**config.mk**
```make
export PLATFORM = sky130hd
export DESIGN_NAME = lcg_range_draw_and_dice_sum_top
export DESIGN_NICKNAME = d
export VERILOG_FILES = /design/src/sv/lrd_pkg.sv /design/src/sv/lrd_lcg_step.sv /design/src/sv/lrd_mod_unit.sv /design/src/sv/lcg_range_draw_and_dice_sum_top.sv
export SDC_FILE = /design/constraint.sdc
export NUM_CORES = 1
export LEC_CHECK = 0
export BUFFER_PORTS_ARGS = -buffer_cell sky130_fd_sc_hd__buf_2
export CAP_MARGIN = 30
export CORE_UTILIZATION = 60
export CTS_CLUSTER_SIZE = 20
export DETAILED_ROUTE_END_ITERATION = 12
export PLACE_DENSITY = 0.82
export SLEW_MARGIN = 20
export SYNTH_ARGS = -nofsm -noshare
export SYNTH_HDL_FRONTEND = slang
export SYNTH_SLANG_ARGS = --single-unit
```
**constraint.sdc**
```tcl
create_clock -name clk -period 7.8 [get_ports clk]
set_input_delay 1.56 -clock clk [delete_from_list [all_inputs] [get_ports clk]]
set_output_delay 1.56 -clock clk [all_outputs]
set_load 0.005 [all_outputs]
```
**src/sv/lrd_pkg.sv**
```systemverilog
// ----------------------------------------------------------------------------
// lrd_pkg
// Shared types and constants for the LCG range draw and dice sum block.
// ----------------------------------------------------------------------------
package lrd_pkg;

  // Field widths
  localparam int SeedW  = 32;
  localparam int RangeW = 16;
  localparam int CountW = 8;
  localparam int ValueW = 24;
  localparam int RawW   = 14;
  localparam int CmdW   = 2;

  // Generator constants
  localparam logic [SeedW-1:0] LcgMul = 32'd11109;
  localparam logic [SeedW-1:0] LcgAdd = 32'd13849;

  // Command codes
  localparam logic [CmdW-1:0] CmdLoad = 2'd0;
  localparam logic [CmdW-1:0] CmdDraw = 2'd1;
  localparam logic [CmdW-1:0] CmdDice = 2'd2;

  // Configuration register indexes
  localparam logic CfgForceEn    = 1'b0;
  localparam logic CfgForcedSeed = 1'b1;

  // Start request to the modulo unit
  typedef struct packed {
    logic              start;
    logic [RawW-1:0]   dividend;
    logic [RangeW-1:0] divisor;
  } mod_req_t;

endpackage

```
**src/sv/lrd_lcg_step.sv**
```systemverilog
// ----------------------------------------------------------------------------
// lrd_lcg_step
// One generator step: next seed = seed * 11109 + 13849, modulo 2^32.
// ----------------------------------------------------------------------------
module lrd_lcg_step (
  input  logic [lrd_pkg::SeedW-1:0] seed_i,
  output logic [lrd_pkg::SeedW-1:0] seed_o
);
  import lrd_pkg::*;

  // The constant factor is 14 bits wide, so this is a small multiplier.
  assign seed_o = SeedW'(seed_i * LcgMul) + LcgAdd;

endmodule

```
**src/sv/lrd_mod_unit.sv**
```systemverilog
// ----------------------------------------------------------------------------
// lrd_mod_unit
// Iterative remainder unit: one restoring subtract step per cycle.
// ----------------------------------------------------------------------------
module lrd_mod_unit (
  input  logic                       clk,
  input  logic                       rst_n,
  input  lrd_pkg::mod_req_t          req,
  output logic                       done_o,
  output logic [lrd_pkg::RangeW-1:0] rem_o
);
  import lrd_pkg::*;

  localparam int StepW = $clog2(RawW + 1);
  localparam logic [StepW-1:0] LastStep = StepW'(RawW - 1);

  logic              busy_r, busy_nxt;
  logic              done_r, done_nxt;
  logic [StepW-1:0]  step_r, step_nxt;
  logic [RawW-1:0]   dvd_r, dvd_nxt;
  logic [RangeW-1:0] div_r, div_nxt;
  logic [RangeW-1:0] rem_r, rem_nxt;
  logic [RangeW:0]   trial;

  // Shift the next dividend bit into the partial remainder and subtract if it fits.
  always_comb begin
    busy_nxt = busy_r;
    done_nxt = 1'b0;
    step_nxt = step_r;
    dvd_nxt  = dvd_r;
    div_nxt  = div_r;
    rem_nxt  = rem_r;
    trial    = {rem_r, dvd_r[RawW-1]};
    if (req.start) begin
      busy_nxt = 1'b1;
      step_nxt = '0;
      dvd_nxt  = req.dividend;
      div_nxt  = req.divisor;
      rem_nxt  = '0;
    end else if (busy_r) begin
      if (trial >= {1'b0, div_r}) begin
        rem_nxt = RangeW'(trial - {1'b0, div_r});
      end else begin
        rem_nxt = trial[RangeW-1:0];
      end
      dvd_nxt  = {dvd_r[RawW-2:0], 1'b0};
      step_nxt = step_r + 1'b1;
      if (step_r == LastStep) begin
        busy_nxt = 1'b0;
        done_nxt = 1'b1;
      end
    end
  end

  // Control state
  always_ff @(posedge clk) begin
    if (!rst_n) begin
      busy_r <= 1'b0;
      done_r <= 1'b0;
      step_r <= '0;
    end else begin
      busy_r <= busy_nxt;
      done_r <= done_nxt;
      step_r <= step_nxt;
    end
  end

  // Datapath
  always_ff @(posedge clk) begin
    dvd_r <= dvd_nxt;
    div_r <= div_nxt;
    rem_r <= rem_nxt;
  end

  assign done_o = done_r;
  assign rem_o  = rem_r;

endmodule

```
**src/sv/lcg_range_draw_and_dice_sum_top.sv**
```systemverilog
// A seed load, a zero range, zero dice or an unused command gives its item
// without a draw; a dice roll with a nonzero range makes one draw per die.
// Each draw runs one generator step, one unit start, 14 remainder steps in the
// shared subtract unit, and the collection of the remainder.
// One item at a time; the next is taken once the result has been posted.
// Reset (synchronous, active low) clears seed, draw count and config registers.
// ----------------------------------------------------------------------------
// lcg_range_draw_and_dice_sum_top
// Seeded linear congruential generator with ranged draws and dice sums.
// ----------------------------------------------------------------------------
module lcg_range_draw_and_dice_sum_top #(
  parameter int MAX_DICE = 255
) (
  input  logic                      clk,
  input  logic                      rst_n,
  // Input item
  input  logic                      in_tvalid,
  output logic                      in_tready,
  input  logic [55:0]               in_tdata,  // seed_value, range_or_sides, dice_count
  input  logic [lrd_pkg::CmdW-1:0]  in_tuser,  // command
  // Result item
  output logic                      out_tvalid,
  input  logic                      out_tready,
  output logic [55:0]               out_tdata, // value, draws_total
  // Configuration
  input  logic                      cfg_we,
  input  logic                      cfg_addr,
  input  logic [lrd_pkg::SeedW-1:0] cfg_wdata
);
  import lrd_pkg::*;

  localparam logic [CountW-1:0] MaxDiceCap =
    (MAX_DICE > 255) ? 8'd255 : CountW'(MAX_DICE);

  localparam logic [2:0] StIdle = 3'd0;
  localparam logic [2:0] StLcg  = 3'd1;
  localparam logic [2:0] StMst  = 3'd2;
  localparam logic [2:0] StMod  = 3'd3;
  localparam logic [2:0] StFin  = 3'd4;

  logic [2:0]        state_r, state_nxt;
  logic [SeedW-1:0]  seed_r, seed_nxt;
  logic [SeedW-1:0]  draws_r, draws_nxt;
  logic              force_en_r;
  logic [SeedW-1:0]  pinned_seed_r;
  logic [RangeW-1:0] range_r, range_nxt;
  logic [CountW-1:0] cnt_r, cnt_nxt;
  logic              single_r, single_nxt;
  logic [ValueW-1:0] sum_r, sum_nxt;
  logic              out_valid_r, out_valid_nxt;
  logic [ValueW-1:0] out_value_r, out_value_nxt;
  logic [SeedW-1:0]  out_total_r, out_total_nxt;

  logic [CmdW-1:0]   in_cmd;
  logic [SeedW-1:0]  in_seed;
  logic [RangeW-1:0] in_range;
  logic [CountW-1:0] in_count;
  logic [CountW-1:0] eff_count;
  logic [SeedW-1:0]  seed_step;
  mod_req_t          mod_req;
  logic              mod_done;
  logic [RangeW-1:0] mod_rem;
  logic [ValueW:0]   acc;

  // Unpack the input item
  assign in_cmd    = in_tuser;
  assign in_seed   = in_tdata[31:0];
  assign in_range  = in_tdata[47:32];
  assign in_count  = in_tdata[55:48];
  assign eff_count = (in_count > MaxDiceCap) ? MaxDiceCap : in_count;

  assign in_tready = (state_r == StIdle);

  lrd_lcg_step u_lcg (
    .seed_i (seed_r),
    .seed_o (seed_step)
  );

  lrd_mod_unit u_mod (
    .clk    (clk),
    .rst_n  (rst_n),
    .req    (mod_req),
    .done_o (mod_done),
    .rem_o  (mod_rem)
  );

  // Running dice sum with saturation at the field maximum
  assign acc = {1'b0, sum_r} + (ValueW+1)'(mod_rem) + (ValueW+1)'(1);

  // Sequencer
  always_comb begin
    state_nxt     = state_r;
    seed_nxt      = seed_r;
    draws_nxt     = draws_r;
    range_nxt     = range_r;
    cnt_nxt       = cnt_r;
    single_nxt    = single_r;
    sum_nxt       = sum_r;
    out_valid_nxt = out_valid_r;
    out_value_nxt = out_value_r;
    out_total_nxt = out_total_r;
    mod_req       = '0;

    if (out_valid_r && out_tready) begin
      out_valid_nxt = 1'b0;
    end

    case (state_r)
      StIdle: begin
        if (in_tvalid) begin
          range_nxt = in_range;
          sum_nxt   = '0;
          case (in_cmd)
            CmdLoad: begin
              seed_nxt  = force_en_r ? pinned_seed_r : in_seed;
              state_nxt = StFin;
            end
            CmdDraw: begin
              single_nxt = 1'b1;
              cnt_nxt    = CountW'(1);
              state_nxt  = (in_range == '0) ? StFin : StLcg;
            end
            CmdDice: begin
              single_nxt = 1'b0;
              cnt_nxt    = eff_count;
              // With zero sides every die counts one and nothing advances.
              if (in_range == '0) begin
                sum_nxt = ValueW'(eff_count);
              end
              state_nxt = (in_range == '0 || eff_count == '0) ? StFin : StLcg;
            end
            default: begin
              state_nxt = StFin;
            end
          endcase
        end
      end
      StLcg: begin
        seed_nxt  = seed_step;
        draws_nxt = draws_r + 1'b1;
        state_nxt = StMst;
      end
      StMst: begin
        mod_req.start    = 1'b1;
        mod_req.dividend = seed_r[RawW:1];
        mod_req.divisor  = range_r;
        state_nxt        = StMod;
      end
      StMod: begin
        if (mod_done) begin
          if (single_r) begin
            sum_nxt   = ValueW'(mod_rem);
            state_nxt = StFin;
          end else begin
            sum_nxt   = acc[ValueW] ? '1 : acc[ValueW-1:0];
            cnt_nxt   = cnt_r - 1'b1;
            state_nxt = (cnt_r == CountW'(1)) ? StFin : StLcg;
          end
        end
      end
      StFin: begin
        if (!out_valid_r || out_tready) begin
          out_valid_nxt = 1'b1;
          out_value_nxt = sum_r;
          out_total_nxt = draws_r;
          state_nxt     = StIdle;
        end
      end
      default: begin
        state_nxt = StIdle;
      end
    endcase
  end

  // Control state, generator state and configuration registers
  always_ff @(posedge clk) begin
    if (!rst_n) begin
      state_r       <= StIdle;
      seed_r        <= '0;
      draws_r       <= '0;
      out_valid_r   <= 1'b0;
      force_en_r    <= 1'b0;
      pinned_seed_r <= '0;
    end else begin
      state_r     <= state_nxt;
      seed_r      <= seed_nxt;
      draws_r     <= draws_nxt;
      out_valid_r <= out_valid_nxt;
      if (cfg_we) begin
        case (cfg_addr)
          CfgForceEn:    force_en_r    <= cfg_wdata[0];
          CfgForcedSeed: pinned_seed_r <= cfg_wdata;
          default: ;
        endcase
      end
    end
  end

  // Working and output payload registers
  always_ff @(posedge clk) begin
    range_r     <= range_nxt;
    cnt_r       <= cnt_nxt;
    single_r    <= single_nxt;
    sum_r       <= sum_nxt;
    out_value_r <= out_value_nxt;
    out_total_r <= out_total_nxt;
  end

  assign out_tvalid = out_valid_r;
  assign out_tdata  = {out_total_r, out_value_r};

endmodule

```
== After elaboration in Yosys (flattened, before gate mapping) ==
Index checks and enable logic that the tools add are counted.
Widths: inputs -> output; s select.
Storage, ports and cells
  bits in registers: 258
  bits of input ports: 96
  output and inout bits: 58
  word-level logic and storage cells: 106
Cells by class
  add/subtract/negate cells: 7
  multipliers: 1
  $lt $le $gt $ge: 2
  equal/unequal tests: 14
  muxes and demuxes: 38
  bitwise logic cells: 3
  reduce and logical (&&, ||, !) cells: 23
Operators with widths (number)
  $mux 24: 4
  $mux 32: 3
  $pmux 32 s2: 1
  $mux 8: 6
  $pmux 24 s2: 1
  $add 32x1->32 const B: 1
  $add 32x14->32 const B: 1
  $mul 32x14->32 const B: 1
  $pmux 8 s2: 2
  $mux 31: 1
  $mux 14: 2
  $add 24x16->25: 1
  $add 25x1->25 const B: 1
  $mux 3: 7
  $ge 17x16->1: 1
  $logic_not 16->1: 1
  $mux 16: 1
  $sub 16x16->16: 1
  $pmux 3 s5: 1
  $reduce_and 3->1: 4
  $eq 8x1->1 const B: 1
  $gt 8x8->1 const B: 1
  $logic_not 8->1: 1
  $reduce_and 2->1: 4
  other kinds (24): 40

== Logic depth before layout (Yosys ltp) ==
  depth after elaboration: 8
  mapped depth: 17
  depth with buffers taken out: 17

== Hierarchy ==
A second synthesis with hierarchy kept.
Unflattened totals
  cells, all modules: 1948
  area total of the unflattened synthesis: 19162.1 µm²
Modules (own cells, without submodules)
  lcg_range_draw_and_dice_sum_top: times used 1, cells an instance 976, area an instance 9840.7 µm², seq. area each 5175.0 µm²
  lrd_lcg_step: times used 1, cells an instance 688, area an instance 6411.1 µm², seq. area each 0.0 µm²
  lrd_mod_unit: times used 1, cells an instance 284, area an instance 2910.3 µm², seq. area each 1341.3 µm²

== Least setup slack after synthesis ==
OpenSTA, ideal clock, no wires.
  kind: register -> register
  from: register seed_r[1]
  to: register seed_r[12]
  setup time: 0.125 ns
  arrival: 4.185 ns
  required time: 7.675 ns
  setup slack: 3.489 ns
  stages on the path, launching flop included: 18
  path buffers: 0
  clock period less this slack: 4.311 ns
  cell sequence: dfxtp_1 > ha_1 > ha_1 > ha_1 > inv_1 > fa_1 > inv_1 > fa_1 > ha_1 > ha_1 > nand2_1 > nor2_1 > a211o_1 > a21o_1 > a21oi_1 > xnor2_1 > a222oi_1 > nor2b_1
On the way
  longest elaborated chain between the ends: 3
Ends and longest elaborated chain
  start: declaration: line lcg_range_draw_and_dice_sum_top.sv:42  | logic [SeedW-1:0] seed_r, seed_nxt;
  start signal: assignment: line lcg_range_draw_and_dice_sum_top.sv:186  | seed_r <= seed_nxt;
  $mul 32x14->32: line lrd_lcg_step.sv:12  | assign seed_o = SeedW'(seed_i * LcgMul) + LcgAdd;
  $add 32x14->32: line lrd_lcg_step.sv:12
  $pmux 32 s2: line lcg_range_draw_and_dice_sum_top.sv:108  | case (state_r)
No other way between the ends.
A chain may end at the register's enable or synchronous reset.

== Final worst setup path ==
  from: register seed_r[1]
  to: register seed_r[14]
The elaborated chain is that of the path after synthesis.

==> qor.yml <==
global_route:
  grt_max_degree: 48
  grt_usage_pct: 25.5
  antenna_found_initial: 2
  grt_pass1_vias: 8889
  grt_pass1_wl_um: 44400
  grt-ovfl-total: 0
worst_setup_path:
  r2r_setup_slack_ns: 2.94
  setup.worst_path.start_class: "register"
  cp_top_family: "adder cells"
  path_common_cell: "ha_1"
  crit_path_end_kind: "register"
  cp_max_fo: 7
  cp_num_buf_inv: 2
  critPathRequiredTime_ns: 8.20
  crit_slowest_cell: "dfxtp_1"
  crit_type: "register to register"
  slowest_delay_ns: 0.54
  critPathArrivalTime_ns: 5.26
  path_cells: "ha_1 > ha_1 > ha_1 > inv_1 > fa_1 > inv_1 > fa_1 > ha_1 > ha_1 > nand2_1 > nor2_1 > a211o_1 > a21o_1 > a21oi_1 > o21ai_0 > xnor2_1 > a21oi_1"
floorplan:
  start_util_pct: 61.9
  rows: 52
  die-area_mm2: 0.0217
  core_area_mm2: 0.0205
  die_h_um: 147
  die_width_um: 147
  ios: 154
clock_network:
  cts_setup_buffers: 0
  path_clk_slew_ns: 0.06
  clock_latency_ns: 0.52
  cts_tree: "yes"
  numCtsBuffers: 24
  ctsHoldBuffers: 0
  cts_resized: 0
  htree_num_levels: 1
  cts_buffer_depth: 3
  cts_root_buf: "clkbuf_16"
  cts.sinks: 224
drt:
  vias: 9244
  viasPerCell: 5.73
  drc: 0
  drt.antenna.violating_nets: 0
  firstDrtPassIters: 5
  drt_wl_total_um: 26800
  wl_per_cell_um: 16.6
  initialDrtViolationCount: 711
sta:
  relSlewSlack_pct: 40.1
  period_share_pct: 62.3
  fin_crit_ns: 4.86
  worst_pin_slew_ns: 0.897
  timing.hold.ws_ns: 0.439
  slew_violations: 0
  rsz0062_at_grt: "no"
  setup_viol: 0
  hold_violations: 0
  max_freq_mhz: 206
  fin_setup_tns_ns: 0
  fin_worst_skew_ns: 0.0155
hold_path:
  min_path_type: "register to register"
job:
  maxCapViolCount: 0
final_layout:
  layout_common_cells: "148 x nand2_1, 135 x edfxtp_1, 119 x buf_2"
  nFillCells: 1487
  area_delta_synth_final_pct: 13.4
  layout.nets: 1547
  mostFrequentLayoutCell: "nand2_1"
  drive_above_1_share_pct: 14.1
synthesis:
  syn_nets: 1437
  synth_area_leaders: "edfxtp_1 32%, dfxtp_1 14%, ha_1 9.6%, fa_1 4.9%, nand2_1 4.4%"
  yosysWarnings: 0
  avgSynthCellArea_um2: 10.5
  synth_edf_count: 135
  synth_area_leader_cell: "edfxtp_1"
  yosysSeqAreaShare_pct: 46.0
  synthArstFlopShare_pct: 0
  synth_cells: 1213
  netlist-cell-type-count: 75
  synth_seq_cells: 224
  syn_area_mm2: 0.0127
  synth_top_area_share_pct: 32.0
  synth_ff_type: "edfxtp_1"
placement:
  hpwl_um: 19200
  io_buffers: 119
  globalplace.congestion: 0.887
pwr:
  p_sw_share_pct: 34.4
  powerDensity_mw_per_mm2: 300
  leakage_nw: 6.03
  p_comb_share_pct: 37.3
  p_int_w: 0.00283
  switchingPower_w: 0.00148
  share_seq_of_total_power_pct: 34.7
  p_clk_share_pct: 28.0
  max-vdd-ir-drop_mv: 0.215
run_status:
  status: "finished clean"
-- final timing paths --
path,cells after the start,from,end
max,17,seed_r[1]$_SDFFE_PN0P_,seed_r[14]$_SDFFE_PN0P_
min reg2reg,0,draws_r[18]$_SDFFE_PN0P_,out_total_r[18]$_DFFE_PP_
max reg2reg,17,seed_r[1]$_SDFFE_PN0P_,seed_r[14]$_SDFFE_PN0P_
min,0,draws_r[18]$_SDFFE_PN0P_,out_total_r[18]$_DFFE_PP_
-- final cells by class --
cell class | count | area, µm² | share of cell area [%]
clock inverters | 11 | 140 | 0.975
diodes | 1 | 2.50 | 0.0174
flip-flops and latches | 224 | 5840 | 40.6
repair buffers | 127 | 683 | 4.75
well taps | 270 | 338 | 2.35
clock buffers | 33 | 718 | 5.00
multi-input cells | 853 | 6300 | 43.9
inverters | 93 | 349 | 2.43
-- worst reg2reg max path: stages (launching register included) --
cell and delay (ns):
dfxtp_1 0.54, ha_1 0.38, ha_1 0.37, ha_1 0.28
inv_1 0.05, fa_1 0.53, inv_1 0.06, fa_1 0.49
ha_1 0.30, ha_1 0.36, nand2_1 0.10, nor2_1 0.05
a211o_1 0.33, a21o_1 0.19, a21oi_1 0.22, o21ai_0 0.20
xnor2_1 0.20, a21oi_1 0.08
-- flip-flops by register name (all words and copies together) (netlist names) --
register	count
draws_r	32
out_total_r	32
out_value_r	24
sum_r	24
range_r	16
u_mod.div_r	16
u_mod.rem_o	16
pinned_seed_r	15
seed_r	15
u_mod.dvd_r	14
cnt_r	8
u_mod.step_r	4
state_r	3
force_en_r	1
out_tvalid	1
single_r	1
u_mod.busy_r	1
u_mod.done_o	1
-- metal layers --
metal / share of wire (%) / up-vias / GRT usage (%)
li1: - / 4487 / -
met1: 45 / 4383 / 35.2
met2: 45 / 335 / 41.3
met3: 7.5 / 37 / 4.75
met4: 1.8 / 2 / 7.16
met5: 0.041 / - / 0
-- stage by stage --
stage / util, % / instances / worst slack (ns) / total power, W / area, µm²
3_5_place_dp: 65.8 / 1565 / 2.99 / 0.00308 / 13500
2_1_floorplan: - / 1213 / 3.49 / 0.00272 / 12700
6_report: 70.1 / 1612 / 2.94 / 0.00431 / 14400
4_1_cts: 70.0 / 1609 / 2.97 / 0.00431 / 14300
5_1_grt: 70.1 / 1612 / 2.70 / 0.00457 / 14400
3_3_place_gp: 65.7 / 1564 / 3.09 / 0.00301 / 13500
-- power by group through the flow --
stage / clock network [W] / logic [W] / registers (W)
after detailed placement: 0 / 0.00156 / 0.00152
after global routing: 0.00127 / 0.00179 / 0.00151
after floorplan: 0 / 0.00125 / 0.00147
final: 0.00120 / 0.00161 / 0.00150
after global placement: 0 / 0.00150 / 0.00151
after CTS: 0.00123 / 0.00159 / 0.00149
-- cell usage after synthesis (12+ instances only) --
cell and number:
nand3_1 34, a21oi_1 49, inv_1 93, a21o_1 12
edfxtp_1 135, nor2_1 52, fa_1 31, and3_1 19
and2_1 52, dfxtp_1 89, nand2_1 148, nor2b_1 16
a21boi_0 24, xor2_1 24, xnor2_1 63, ha_1 97
nor3_1 17, a211oi_1 12, mux2i_1 30, clkbuf_1 31
o21ai_0 51
-- cells by family (layout without fill, tap and decap cells) --
logic type	count (synthesis)	count (layout)	synth area share [%]
buffers and inverters	136	264	4.25
flip-flops	224	224	46.0
AND/OR/NAND/NOR	386	386	14.8
XOR/XNOR	87	87	6.01
adder cells (fa/ha/maj)	128	128	14.5
multiplexers	34	34	2.72
other	0	1	0
AO/OA/AOI/OAI	218	218	11.7
No activity file was read; power rests on OpenSTA's default activity.
